[config.mk]
export PLATFORM = sky130hd
export DESIGN_NAME = console_mouse_nibble_port
export DESIGN_NICKNAME = d
export VERILOG_FILES = /design/src/design/cmnp_pkg.sv /design/src/design/console_mouse_nibble_port.sv
export SDC_FILE = /design/constraint.sdc
export NUM_CORES = 1
export LEC_CHECK = 0
export BUFFER_PORTS_ARGS = -buffer_cell sky130_fd_sc_hd__buf_2
export CAP_MARGIN = 0
export CORE_UTILIZATION = 35
export CTS_BUF_LIST = sky130_fd_sc_hd__clkbuf_4
export CTS_CLUSTER_SIZE = 16
export DETAILED_ROUTE_END_ITERATION = 10
export SKIP_CTS_REPAIR_TIMING = 1
export SLEW_MARGIN = 20
export SYNTH_ARGS = -nofsm -noshare
export SYNTH_HDL_FRONTEND = slang
export SYNTH_SLANG_ARGS = --single-unit
[constraint.sdc]
create_clock -name clk -period 15.5 [get_ports clk]
set_clock_uncertainty 0.2 [all_clocks]
set_input_delay 1.55 -clock clk [delete_from_list [all_inputs] [get_ports clk]]
set_output_delay 1.55 -clock clk [all_outputs]
set_load 0.01 [all_outputs]
[src/design/cmnp_pkg.sv]
// ----------------------------------------------------------------------------
// cmnp_pkg
// Shared types and constants for the console mouse nibble port.
// ----------------------------------------------------------------------------
`default_nettype none

package cmnp_pkg;

  // Width of the raw cursor movement fields.
  localparam int RAW_DELTA_BITS = 13;
  localparam int DIV_CNT_W      = $clog2(RAW_DELTA_BITS);

  localparam int TICK_W   = 24;
  localparam int TIMER_W  = 22;
  localparam int DELTA_W  = 8;
  localparam int MAG_W    = 3;
  localparam int PADDR_W  = 5;
  localparam int PDATA_W  = 32;

  localparam int ACCEL_THRESHOLD = 64;
  localparam int DELTA_LIMIT     = 127;

  localparam logic [MAG_W-1:0]    MAG_RESET      = 3'd1;
  localparam logic [TICK_W-1:0]   INTERVAL_RESET = 24'd7457;
  localparam logic [TIMER_W-1:0]  HOLD_RESET     = 22'd2386363;

  typedef enum logic [2:0] {
    OP_TICK         = 3'd0,
    OP_RESET        = 3'd1,
    OP_FRAME_UPDATE = 3'd2,
    OP_READ_DELTA   = 3'd3,
    OP_READ_BUTTONS = 3'd4,
    OP_SET_BUTTON   = 3'd5,
    OP_WHEEL        = 3'd6
  } op_t;

  typedef enum logic [2:0] {
    REG_MAGNIFICATION = 3'd0,
    REG_MOUSE_CONN    = 3'd1,
    REG_SWAP_SEL_RUN  = 3'd2,
    REG_SWAP_ONE_TWO  = 3'd3,
    REG_RESET_INTERVAL = 3'd4,
    REG_WHEEL_HOLD    = 3'd5
  } reg_index_t;

  // Nibble read sequence positions.
  typedef enum logic [2:0] {
    STEP_X_HIGH = 3'd0,
    STEP_X_LOW  = 3'd1,
    STEP_Y_HIGH = 3'd2,
    STEP_Y_LOW  = 3'd3,
    STEP_DONE   = 3'd4
  } read_step_t;

endpackage

`default_nettype wire

[src/design/console_mouse_nibble_port.sv]
// ----------------------------------------------------------------------------
// console_mouse_nibble_port
// Emulated console mouse read by the CPU one nibble at a time.
//
// A delta or button read fills the output register, and its result transfer
// is offered from the cycle after it is accepted. Ticks, reset ops, button
// sets, wheel ops and frame updates with no mouse connected finish in idle.
// A connected frame update holds the input off while the shared bit-serial
// divider runs once per axis, each run followed by a scale state, then commit.
// Any new item also waits while an earlier result transfer is stalled.
// Reset (rst, synchronous) restores register defaults and the mouse state.
// ----------------------------------------------------------------------------
`default_nettype none

module console_mouse_nibble_port (
  input  wire logic                                   clk,
  input  wire logic                                   rst,
  // Input channel.
  input  wire logic                                   in_valid,
  output logic                                        in_stall,
  input  wire logic [2:0]                             op,
  input  wire logic signed [cmnp_pkg::RAW_DELTA_BITS-1:0] raw_dx,
  input  wire logic signed [cmnp_pkg::RAW_DELTA_BITS-1:0] raw_dy,
  input  wire logic                                   wide_video,
  input  wire logic                                   overclock_tick,
  input  wire logic [1:0]                             button_index,
  input  wire logic                                   button_pressed,
  input  wire logic [3:0]                             pad_buttons,
  // Output channel.
  output logic                                        out_valid,
  input  wire logic                                   out_stall,
  output logic [3:0]                                  read_data,
  output logic                                        wheel_busy,
  // Configuration port.
  input  wire logic                                   psel,
  input  wire logic                                   penable,
  input  wire logic                                   pwrite,
  input  wire logic [cmnp_pkg::PADDR_W-1:0]           paddr,
  input  wire logic [cmnp_pkg::PDATA_W-1:0]           pwdata,
  output logic [cmnp_pkg::PDATA_W-1:0]                prdata,
  output logic                                        pready
);

  localparam int N = cmnp_pkg::RAW_DELTA_BITS;

  // The frame update sequencer. Every other op finishes while in idle.
  typedef enum logic [3:0] {
    ST_IDLE   = 4'b0001,
    ST_DIV    = 4'b0010,
    ST_SCALE  = 4'b0100,
    ST_COMMIT = 4'b1000
  } state_t;

  // --------------------------------------------------------------------------
  // Configuration registers
  // --------------------------------------------------------------------------
  logic [cmnp_pkg::MAG_W-1:0]   magnification;
  logic                         mouse_connected;
  logic                         swap_select_run;
  logic                         swap_one_two;
  logic [cmnp_pkg::TICK_W-1:0]  reset_interval;
  logic [cmnp_pkg::TIMER_W-1:0] wheel_hold_ticks;

  logic                         cfg_write;
  cmnp_pkg::reg_index_t         cfg_sel;

  assign pready    = 1'b1;
  assign cfg_write = psel & penable & pwrite & pready;
  assign cfg_sel   = cmnp_pkg::reg_index_t'(paddr[4:2]);

  always_ff @(posedge clk) begin
    if (rst) begin
      magnification    <= cmnp_pkg::MAG_RESET;
      mouse_connected  <= 1'b0;
      swap_select_run  <= 1'b0;
      swap_one_two     <= 1'b0;
      reset_interval   <= cmnp_pkg::INTERVAL_RESET;
      wheel_hold_ticks <= cmnp_pkg::HOLD_RESET;
    end else if (cfg_write) begin
      unique case (cfg_sel)
        cmnp_pkg::REG_MAGNIFICATION:  magnification    <= pwdata[cmnp_pkg::MAG_W-1:0];
        cmnp_pkg::REG_MOUSE_CONN:     mouse_connected  <= pwdata[0];
        cmnp_pkg::REG_SWAP_SEL_RUN:   swap_select_run  <= pwdata[0];
        cmnp_pkg::REG_SWAP_ONE_TWO:   swap_one_two     <= pwdata[0];
        cmnp_pkg::REG_RESET_INTERVAL: reset_interval   <= pwdata[cmnp_pkg::TICK_W-1:0];
        cmnp_pkg::REG_WHEEL_HOLD:     wheel_hold_ticks <= pwdata[cmnp_pkg::TIMER_W-1:0];
        default: begin
        end
      endcase
    end
  end

  // Register reads are zero-extended; addresses past the list read as zero.
  always_comb begin
    unique case (cfg_sel)
      cmnp_pkg::REG_MAGNIFICATION:  prdata = cmnp_pkg::PDATA_W'(magnification);
      cmnp_pkg::REG_MOUSE_CONN:     prdata = cmnp_pkg::PDATA_W'(mouse_connected);
      cmnp_pkg::REG_SWAP_SEL_RUN:   prdata = cmnp_pkg::PDATA_W'(swap_select_run);
      cmnp_pkg::REG_SWAP_ONE_TWO:   prdata = cmnp_pkg::PDATA_W'(swap_one_two);
      cmnp_pkg::REG_RESET_INTERVAL: prdata = cmnp_pkg::PDATA_W'(reset_interval);
      cmnp_pkg::REG_WHEEL_HOLD:     prdata = cmnp_pkg::PDATA_W'(wheel_hold_ticks);
      default:                      prdata = '0;
    endcase
  end

  // --------------------------------------------------------------------------
  // Handshake
  // --------------------------------------------------------------------------
  // A new item is taken only in idle, and only when the output register is
  // free or is being emptied by a transfer in the same cycle.
  state_t state;
  logic   in_take;
  logic   out_load;
  cmnp_pkg::op_t op_code;

  assign in_stall = (state != ST_IDLE) | (out_valid & out_stall);
  assign in_take  = in_valid & ~in_stall;
  assign op_code  = cmnp_pkg::op_t'(op);
  // Only the two read ops fill the output register.
  assign out_load = in_take && (op_code == cmnp_pkg::OP_READ_DELTA ||
                                op_code == cmnp_pkg::OP_READ_BUTTONS);

  // --------------------------------------------------------------------------
  // Mouse state
  // --------------------------------------------------------------------------
  cmnp_pkg::read_step_t          read_step;
  logic [cmnp_pkg::DELTA_W-1:0]  delta_x;
  logic [cmnp_pkg::DELTA_W-1:0]  delta_y;
  logic                          take_x_next;
  logic [3:0]                    button_bits;
  logic [cmnp_pkg::TICK_W-1:0]   tick_count;
  logic [cmnp_pkg::TIMER_W-1:0]  wheel_timer;

  // --------------------------------------------------------------------------
  // Shared divider datapath
  // --------------------------------------------------------------------------
  // One restoring divider handles both axes in turn. The magnitude of the raw
  // movement leaves the top of the register into rem while quotient bits fill
  // the bottom of it; after N steps quo holds the quotient and rem the
  // remainder. Divisor zero is treated as one.
  logic [N-1:0]                  quo;
  logic [cmnp_pkg::MAG_W-1:0]    rem;
  logic [cmnp_pkg::DIV_CNT_W-1:0] div_cnt;
  logic [N-1:0]                  y_mag;
  logic                          neg_x;
  logic                          neg_y;
  logic                          wide_q;
  logic                          axis_y;
  logic [cmnp_pkg::DELTA_W-1:0]  scaled_x;

  logic [cmnp_pkg::MAG_W-1:0]    divisor;
  logic [cmnp_pkg::MAG_W:0]      rem_shift;
  logic [cmnp_pkg::MAG_W:0]      rem_sub;
  logic                          q_bit;
  logic [N-1:0]                  dx_u;
  logic [N-1:0]                  dy_u;
  logic [N-1:0]                  dx_mag;
  logic [N-1:0]                  dy_mag;

  assign divisor   = (magnification == '0) ? cmnp_pkg::MAG_W'(1) : magnification;
  assign rem_shift = {rem, quo[N-1]};
  assign rem_sub   = rem_shift - {1'b0, divisor};
  assign q_bit     = (rem_shift >= {1'b0, divisor});

  assign dx_u   = raw_dx;
  assign dy_u   = raw_dy;
  assign dx_mag = dx_u[N-1] ? (~dx_u + N'(1)) : dx_u;
  assign dy_mag = dy_u[N-1] ? (~dy_u + N'(1)) : dy_u;

  // Rounding away from zero adds one to the magnitude when anything is left.
  // Magnitudes of 64 or more grow by half on the positive side and shrink by
  // half on the negative side, then both clamp at 127.
  logic [N-1:0] round_mag;
  logic [N:0]   round_ext;
  logic [N:0]   grown;
  logic [N:0]   accel_mag;
  logic [6:0]   clamp_mag;
  logic         axis_neg;
  logic [cmnp_pkg::DELTA_W-1:0] scaled;

  always_comb begin
    axis_neg  = axis_y ? neg_y : neg_x;
    round_mag = quo + N'(rem != '0);
    round_ext = {1'b0, round_mag};
    grown     = axis_neg ? (round_ext - (round_ext >> 1)) : (round_ext + (round_ext >> 1));
    accel_mag = (round_mag >= N'(cmnp_pkg::ACCEL_THRESHOLD)) ? grown : round_ext;
    clamp_mag = (accel_mag > (N + 1)'(cmnp_pkg::DELTA_LIMIT)) ?
                7'(cmnp_pkg::DELTA_LIMIT) : accel_mag[6:0];
    scaled    = axis_neg ? (cmnp_pkg::DELTA_W'(0) - {1'b0, clamp_mag}) : {1'b0, clamp_mag};
  end

  // In wide video a single-step diagonal turns into alternating axis steps.
  logic x_unit;
  logic y_unit;
  logic diag_split;

  assign x_unit     = (scaled_x == 8'h01) || (scaled_x == 8'hFF);
  assign y_unit     = (delta_y == 8'h01) || (delta_y == 8'hFF);
  assign diag_split = wide_q & x_unit & y_unit;

  // --------------------------------------------------------------------------
  // Sequencer and divider registers
  // --------------------------------------------------------------------------
  always_ff @(posedge clk) begin
    if (rst) begin
      state <= ST_IDLE;
    end else begin
      unique case (state)
        ST_IDLE: begin
          if (in_take && op_code == cmnp_pkg::OP_FRAME_UPDATE && mouse_connected) begin
            state <= ST_DIV;
          end
        end
        ST_DIV: begin
          if (div_cnt == cmnp_pkg::DIV_CNT_W'(N - 1)) begin
            state <= ST_SCALE;
          end
        end
        ST_SCALE: begin
          state <= axis_y ? ST_COMMIT : ST_DIV;
        end
        ST_COMMIT: begin
          state <= ST_IDLE;
        end
        default: state <= ST_IDLE;
      endcase
    end
  end

  always_ff @(posedge clk) begin
    unique case (state)
      ST_IDLE: begin
        quo     <= dx_mag;
        y_mag   <= dy_mag;
        neg_x   <= dx_u[N-1];
        neg_y   <= dy_u[N-1];
        wide_q  <= wide_video;
        rem     <= '0;
        div_cnt <= '0;
        axis_y  <= 1'b0;
      end
      ST_DIV: begin
        quo     <= {quo[N-2:0], q_bit};
        rem     <= q_bit ? rem_sub[cmnp_pkg::MAG_W-1:0] : rem_shift[cmnp_pkg::MAG_W-1:0];
        div_cnt <= div_cnt + cmnp_pkg::DIV_CNT_W'(1);
      end
      ST_SCALE: begin
        if (!axis_y) begin
          scaled_x <= scaled;
          quo      <= y_mag;
          rem      <= '0;
          div_cnt  <= '0;
          axis_y   <= 1'b1;
        end
      end
      ST_COMMIT: begin
      end
      default: begin
      end
    endcase
  end

  // --------------------------------------------------------------------------
  // Button read merge
  // --------------------------------------------------------------------------
  logic [3:0] btn_mouse;
  logic [3:0] btn_merged;
  logic [3:0] btn_swap_a;
  logic [3:0] btn_swap_b;

  always_comb begin
    // Mouse select and run held together count as neither.
    btn_mouse  = ((button_bits & 4'hC) == 4'hC) ? (button_bits & 4'h3) : button_bits;
    btn_merged = btn_mouse | pad_buttons;
    btn_swap_a = swap_select_run ?
                 {btn_merged[2], btn_merged[3], btn_merged[1:0]} : btn_merged;
    btn_swap_b = swap_one_two ?
                 {btn_swap_a[3:2], btn_swap_a[0], btn_swap_a[1]} : btn_swap_a;
  end

  // --------------------------------------------------------------------------
  // Op execution and output register
  // --------------------------------------------------------------------------
  logic [3:0] delta_nibble;

  always_comb begin
    unique case (read_step)
      cmnp_pkg::STEP_X_HIGH: delta_nibble = delta_x[7:4];
      cmnp_pkg::STEP_X_LOW:  delta_nibble = delta_x[3:0];
      cmnp_pkg::STEP_Y_HIGH: delta_nibble = delta_y[7:4];
      cmnp_pkg::STEP_Y_LOW:  delta_nibble = delta_y[3:0];
      default:               delta_nibble = 4'h0;
    endcase
  end

  always_ff @(posedge clk) begin
    if (rst) begin
      read_step   <= cmnp_pkg::STEP_X_HIGH;
      delta_x     <= '0;
      delta_y     <= '0;
      take_x_next <= 1'b1;
      button_bits <= '0;
      tick_count  <= '0;
      wheel_timer <= '0;
      out_valid   <= 1'b0;
    end else begin
      // The output register empties on a transfer; a new read refills it.
      if (out_load) begin
        out_valid <= 1'b1;
      end else if (!out_stall) begin
        out_valid <= 1'b0;
      end

      if (state == ST_SCALE && axis_y) begin
        delta_y <= scaled;
        delta_x <= scaled_x;
      end

      if (state == ST_COMMIT) begin
        if (diag_split) begin
          if (take_x_next) begin
            delta_y     <= '0;
            take_x_next <= 1'b0;
          end else begin
            delta_x     <= '0;
            take_x_next <= 1'b1;
          end
        end
      end

      if (in_take) begin
        unique case (op_code)
          cmnp_pkg::OP_TICK: begin
            if (tick_count != '1) begin
              tick_count <= tick_count + cmnp_pkg::TICK_W'(1);
            end
            if (wheel_timer != '0 && !overclock_tick) begin
              wheel_timer <= wheel_timer - cmnp_pkg::TIMER_W'(1);
              // Hold ends: select and run are released.
              if (wheel_timer == cmnp_pkg::TIMER_W'(1)) begin
                button_bits <= button_bits & 4'h3;
              end
            end
          end
          cmnp_pkg::OP_RESET: begin
            if (tick_count > reset_interval) begin
              read_step  <= cmnp_pkg::STEP_X_HIGH;
              tick_count <= '0;
            end
          end
          cmnp_pkg::OP_FRAME_UPDATE: begin
            // Handled by the divider sequence.
          end
          cmnp_pkg::OP_READ_DELTA: begin
            read_data  <= delta_nibble;
            wheel_busy <= (wheel_timer != '0);
            unique case (read_step)
              cmnp_pkg::STEP_X_HIGH: read_step <= cmnp_pkg::STEP_X_LOW;
              cmnp_pkg::STEP_X_LOW:  read_step <= cmnp_pkg::STEP_Y_HIGH;
              cmnp_pkg::STEP_Y_HIGH: read_step <= cmnp_pkg::STEP_Y_LOW;
              cmnp_pkg::STEP_Y_LOW:  read_step <= cmnp_pkg::STEP_DONE;
              default: begin
                // Past the fourth nibble every read clears the deltas.
                delta_x   <= '0;
                delta_y   <= '0;
                read_step <= cmnp_pkg::STEP_DONE;
              end
            endcase
          end
          cmnp_pkg::OP_READ_BUTTONS: begin
            read_data  <= btn_swap_b ^ 4'hF;
            wheel_busy <= (wheel_timer != '0);
          end
          cmnp_pkg::OP_SET_BUTTON: begin
            button_bits[button_index] <= button_pressed;
          end
          cmnp_pkg::OP_WHEEL: begin
            wheel_timer <= wheel_hold_ticks;
          end
          default: begin
          end
        endcase
      end
    end
  end

endmodule

`default_nettype wire

==> impl_results.html <==
<table>
<tr><th>Metric</th><th>Value</th></tr>
<tr><th colspan="2">Logic synthesis</th></tr>
<tr><td>Largest area contributor in the netlist</td><td>dfxtp_1</td></tr>
<tr><td>Count of different cell masters after synthesis</td><td>88</td></tr>
<tr><td>Primary FF master, synth</td><td>dfxtp_1</td></tr>
<tr><td>Synth top area share</td><td>22.9%</td></tr>
<tr><td>Cell count after synthesis</td><td>between 1000 and 1500</td></tr>
<tr><td>Post-Syn Area per Cell</td><td>slightly above 8 um^2</td></tr>
<tr><td>Synth warnings</td><td>0</td></tr>
<tr><td>Register area share after synthesis</td><td>between 30% and 40%</td></tr>
<tr><td>Most numerous cell types in the synthesized netlist</td><td>196 x nand2_1, 127 x dfxtp_1, 117 x nor2_1</td></tr>
<tr><td>Async SR Flop Fraction</td><td>0%</td></tr>
<tr><td>Cell with the most instances after synthesis</td><td>nand2_1</td></tr>
<tr><td>Cell area after synthesis</td><td>0.0111 mm^2</td></tr>
<tr><td>Number of enable flip-flop cells after synthesis</td><td>50</td></tr>
<tr><td>Ranking of synthesized cells by area</td><td>dfxtp_1 23%, edfxtp_1 14%, nand2_1 6.6%, ha_1 5.7%, a21oi_1 4.5%</td></tr>
<tr><td>Post-synthesis register bit count</td><td>about 180</td></tr>
<tr><th colspan="2">STA</th></tr>
<tr><td>Max-slew headroom</td><td>31.0%</td></tr>
<tr><td>RSZ-0062 raised after global routing</td><td>no</td></tr>
<tr><td>Number of endpoints with negative hold slack in the final report</td><td>0</td></tr>
<tr><td>Clock period minus final worst setup slack</td><td>6.59 ns</td></tr>
<tr><td>Fin. max-slew vios</td><td>0</td></tr>
<tr><td>Maximum clock rate</td><td>152 MHz</td></tr>
<tr><td>Setup violators final</td><td>0</td></tr>
<tr><td>Total Negative Setup Slacks</td><td>0 ns</td></tr>
<tr><td>Slew at the pin closest to its max-slew limit</td><td>1.04 ns</td></tr>
<tr><td>Final worst-path cycle share</td><td>42.5%</td></tr>
<tr><td>Smallest hold slack</td><td>0.266 ns</td></tr>
<tr><th colspan="2">Global route</th></tr>
<tr><td>Vias in the first global route</td><td>9076</td></tr>
<tr><td>GR Overflow Total</td><td>0</td></tr>
<tr><td>Maximum number of pins on one net before global-route repair</td><td>90</td></tr>
<tr><td>Global router's overall resource usage</td><td>between 10% and 20%</td></tr>
<tr><td>Wire length of the first global-routing pass</td><td>46.4 mm</td></tr>
<tr><td>Number of antenna violations at the first check in global routing</td><td>3</td></tr>
<tr><th colspan="2">CTS</th></tr>
<tr><td>Number of sinks driven by the clock tree</td><td>177</td></tr>
<tr><td>Root buffer selected by CTS</td><td>clkbuf_4</td></tr>
<tr><td>Total CTS buffers</td><td>17</td></tr>
<tr><td>Latest clock arrival within the worst-skew pair</td><td>about 0.61 ns</td></tr>
<tr><td>Maximum buffer depth of the clock tree</td><td>2</td></tr>
<tr><td>CTS tree</td><td>built</td></tr>
<tr><td>H-tree level count</td><td>4</td></tr>
<tr><td>Post-CTS clock slew at the launch and capture registers of the worst setup and hold paths</td><td>around 0.16 ns</td></tr>
<tr><th colspan="2">Final layout</th></tr>
<tr><td>Number of nets in the layout</td><td>1539</td></tr>
<tr><td>Number of filler cells placed in the layout</td><td>between 3000 and 4000</td></tr>
<tr><td>Area of all placed cells without fillers</td><td>0.0121 mm^2</td></tr>
<tr><td>Post-synthesis to final-layout area growth</td><td>9.34%</td></tr>
<tr><td>Share of final-layout standard cells stronger than drive strength 1</td><td>13.1%</td></tr>
<tr><th colspan="2">Power</th></tr>
<tr><td>Share of total power in sequential cells</td><td>50.0%</td></tr>
<tr><td>Clock network fraction of total power</td><td>24.2%</td></tr>
<tr><td>Worst supply voltage drop on vdd</td><td>43.7 uV</td></tr>
<tr><td>Overall power after layout</td><td>1.03 mW</td></tr>
<tr><td>Areal power density over the cells</td><td>85.0 mW/mm^2</td></tr>
<tr><td>Switching share of total power</td><td>33.6%</td></tr>
<tr><td>Internal power of the cells</td><td>0.685 mW</td></tr>
<tr><td>Net Sw Power</td><td>0.347 mW</td></tr>
<tr><td>Cell leakage power</td><td>4.62 nW</td></tr>
<tr><td>Gate power share</td><td>25.8%</td></tr>
<tr><th colspan="2">Setup path</th></tr>
<tr><td>Crit. Startpoint</td><td>rem[0]</td></tr>
<tr><td>Startpoint types</td><td>register</td></tr>
<tr><td>Type of element capturing the critical path</td><td>register</td></tr>
<tr><td>Required @ worst endpoint</td><td>about 16 ns</td></tr>
<tr><td>Data arrival time of the critical path</td><td>~6.8 ns</td></tr>
<tr><td>Reg2Reg Launch Point</td><td>rem[0]</td></tr>
<tr><td>Startpoint-to-endpoint class of the critical path</td><td>reg2reg</td></tr>
<tr><td>Worst-path fanout max</td><td>7</td></tr>
<tr><th colspan="2">Floorplanning</th></tr>
<tr><td>Placeable Area</td><td>0.0309 mm^2</td></tr>
<tr><td>Area enclosed by the die boundary</td><td>around 0.032 mm^2</td></tr>
<tr><td>Top Ports</td><td>122</td></tr>
<tr><td>Vertical extent of the die</td><td>180 um</td></tr>
<tr><td>Die width</td><td>around 180 um</td></tr>
<tr><td>Num rows</td><td>64</td></tr>
<tr><td>Starting Density</td><td>35.9%</td></tr>
<tr><th colspan="2">Placement</th></tr>
<tr><td>Standard cell area after detailed placement</td><td>roughly 0.012 mm^2</td></tr>
<tr><td>Global placer's final weighted congestion</td><td>0.841</td></tr>
<tr><td>Half-perimeter wire length of the detailed placement result</td><td>about 22 mm</td></tr>
<tr><td>Port Buffer Count</td><td>102</td></tr>
<tr><th colspan="2">Routing</th></tr>
<tr><td>Initial DRC count</td><td>roughly 650</td></tr>
<tr><td>Total number of vias</td><td>9836</td></tr>
<tr><td>Wire per inst</td><td>about 16 um</td></tr>
<tr><td>Antenna-violating nets left</td><td>0</td></tr>
<tr><td>Remaining routing DRC violations</td><td>0</td></tr>
<tr><td>Average via count per standard cell</td><td>5.41</td></tr>
<tr><td>Final Routed Wirelength</td><td>28.5 mm</td></tr>
<tr><td>First-pass iteration count of the detailed router</td><td>6</td></tr>
<tr><th colspan="2">Status</th></tr>
<tr><td>Status</td><td>finished clean</td></tr>
<tr><th colspan="2">Min path</th></tr>
<tr><td>Startpoint of the lowest-slack hold path</td><td>delta_x[6]</td></tr>
<tr><td>Worst min path class</td><td>reg2reg</td></tr>
<tr><th colspan="2">Job</th></tr>
<tr><td>Max-capacitance violation count</td><td>0</td></tr>
</table>
layout by cell type, fill, tap and decap left out, types with 4 or more instances in the layout:
master,count
nand4_1,18
o22ai_1,21
nand2b_1,10
a21oi_1,100
or2_2,5
o21a_1,10
or3_1,18
nor3_1,36
a22o_1,19
o21ai_0,63
nor4_1,17
inv_1,72
nor2b_1,8
buf_4,9
dfxtp_1,127
buf_2,102
xnor2_1,48
or4_1,6
diode_2,4
nor2_1,115
edfxtp_1,50
nand2_1,196
nand3_1,40
clkbuf_4,19
ha_1,51
o31ai_1,10
xor2_1,27
nand3b_1,16
a21o_1,14
conb_1,9
o41ai_1,5
and3_1,13
a31oi_1,8
mux2i_1,13
a211oi_1,18
a211o_1,8
mux4_2,5
a22oi_1,19
metal layers:
layer | part of all wire (%) | wire, um | GRT usage (%) | vias to the layer above
met5 | 0 | 0 | 0 | -
li1 | - | - | - | 4938
met3 | 4.0 | 1140 | 2.85 | 33
met2 | 49 | 14000 | 30.8 | 209
met1 | 46 | 13000 | 22.5 | 4656
met4 | 1.3 | 381 | 4.62 | 0
sequential cells by signal (all words and copies together) (netlist names), 3 cells and up:
| signal | count |
|---|---|
| quo | 13 |
| button_bits | 4 |
| reset_interval | 24 |
| read_step | 3 |
| wheel_timer | 22 |
| y_mag | 13 |
| scaled_x | 8 |
| read_data | 4 |
| delta_y | 8 |
| wheel_hold_ticks | 22 |
| magnification | 3 |
| state | 4 |
| tick_count | 24 |
| div_cnt | 4 |
| rem | 3 |
| delta_x | 8 |
metrics by stage:
| stage | setup slack [ns] | instances | util, % |
|---|---|---|---|
| CTS | 8.85 | 1813 | 39.2 |
| finish | 8.91 | 1817 | 39.3 |
| detailed placement | 8.86 | 1781 | 38.4 |
| global placement | 8.90 | 1781 | 38.4 |
| floorplan | 9.46 | 1356 | - |
| global route | 8.47 | 1815 | 39.2 |
area by class of cell:
| type | instances | area (um^2) | area share (%) |
|---|---|---|---|
| sequential | 177 | 4040 | 33.3 |
| antenna | 4 | 10.0 | 0.0825 |
| tap | 396 | 495 | 4.08 |
| clock buffer | 19 | 143 | 1.18 |
| multi-input combinational | 1025 | 6480 | 53.4 |
| inverter | 72 | 270 | 2.23 |
| clock inverter | 13 | 113 | 0.928 |
| timing repair buffer | 111 | 578 | 4.76 |
power groups by stage:
stage / Sequential, mW / Combinational, mW / Clock (mW)
after floorplan: 0.514 / 0.211 / 0
after global placement: 0.525 / 0.264 / 0
after detailed placement: 0.526 / 0.266 / 0
after CTS: 0.516 / 0.268 / 0.257
after global routing: 0.518 / 0.301 / 0.274
final: 0.516 / 0.267 / 0.249
logic make-up (layout without fill, tap and decap cells):
group	Yosys count	count (layout)	synth area share, %
AO/OA/AOI/OAI	339	339	19.9
XOR/XNOR	76	76	6.06
adder cells (fa/ha/maj)	53	53	6.11
buffers and inverters	154	215	6.01
flip-flops	177	177	36.4
multiplexers	21	21	2.55
other	2	13	0.0677
AND/OR/NAND/NOR	527	527	22.9
worst max-delay path, cell delays in order, from the launching register on:
cell      delay [ns]
edfxtp_1        0.46
or3_1           0.40
ha_1            0.31
ha_1            0.31
or3_2           0.51
a21oi_1         0.37
nand3_2         0.16
o21ai_0         0.22
xor2_1          0.10
ha_1            0.36
o21ai_0         0.10
nand2b_1        0.17
a21o_1          0.15
a21oi_1         0.06
a2111o_1        0.45
nor4_4          0.44
nand2_1         0.25
o22ai_1         0.22
ha_1            0.21
a21bo_2         0.27
o311a_1         0.29
o21a_1          0.19
or2_1           0.20
path summary, 6_finish.rpt:
kind | slack [ns] | to | cells after the start
max | 8.91 | scaled_x[6] | 22
min | 0.27 | delta_x[6] | 2
max reg2reg | 8.91 | scaled_x[6] | 22
min reg2reg | 0.27 | delta_x[6] | 2
Note: power is estimated with default switching activity, not from simulation.
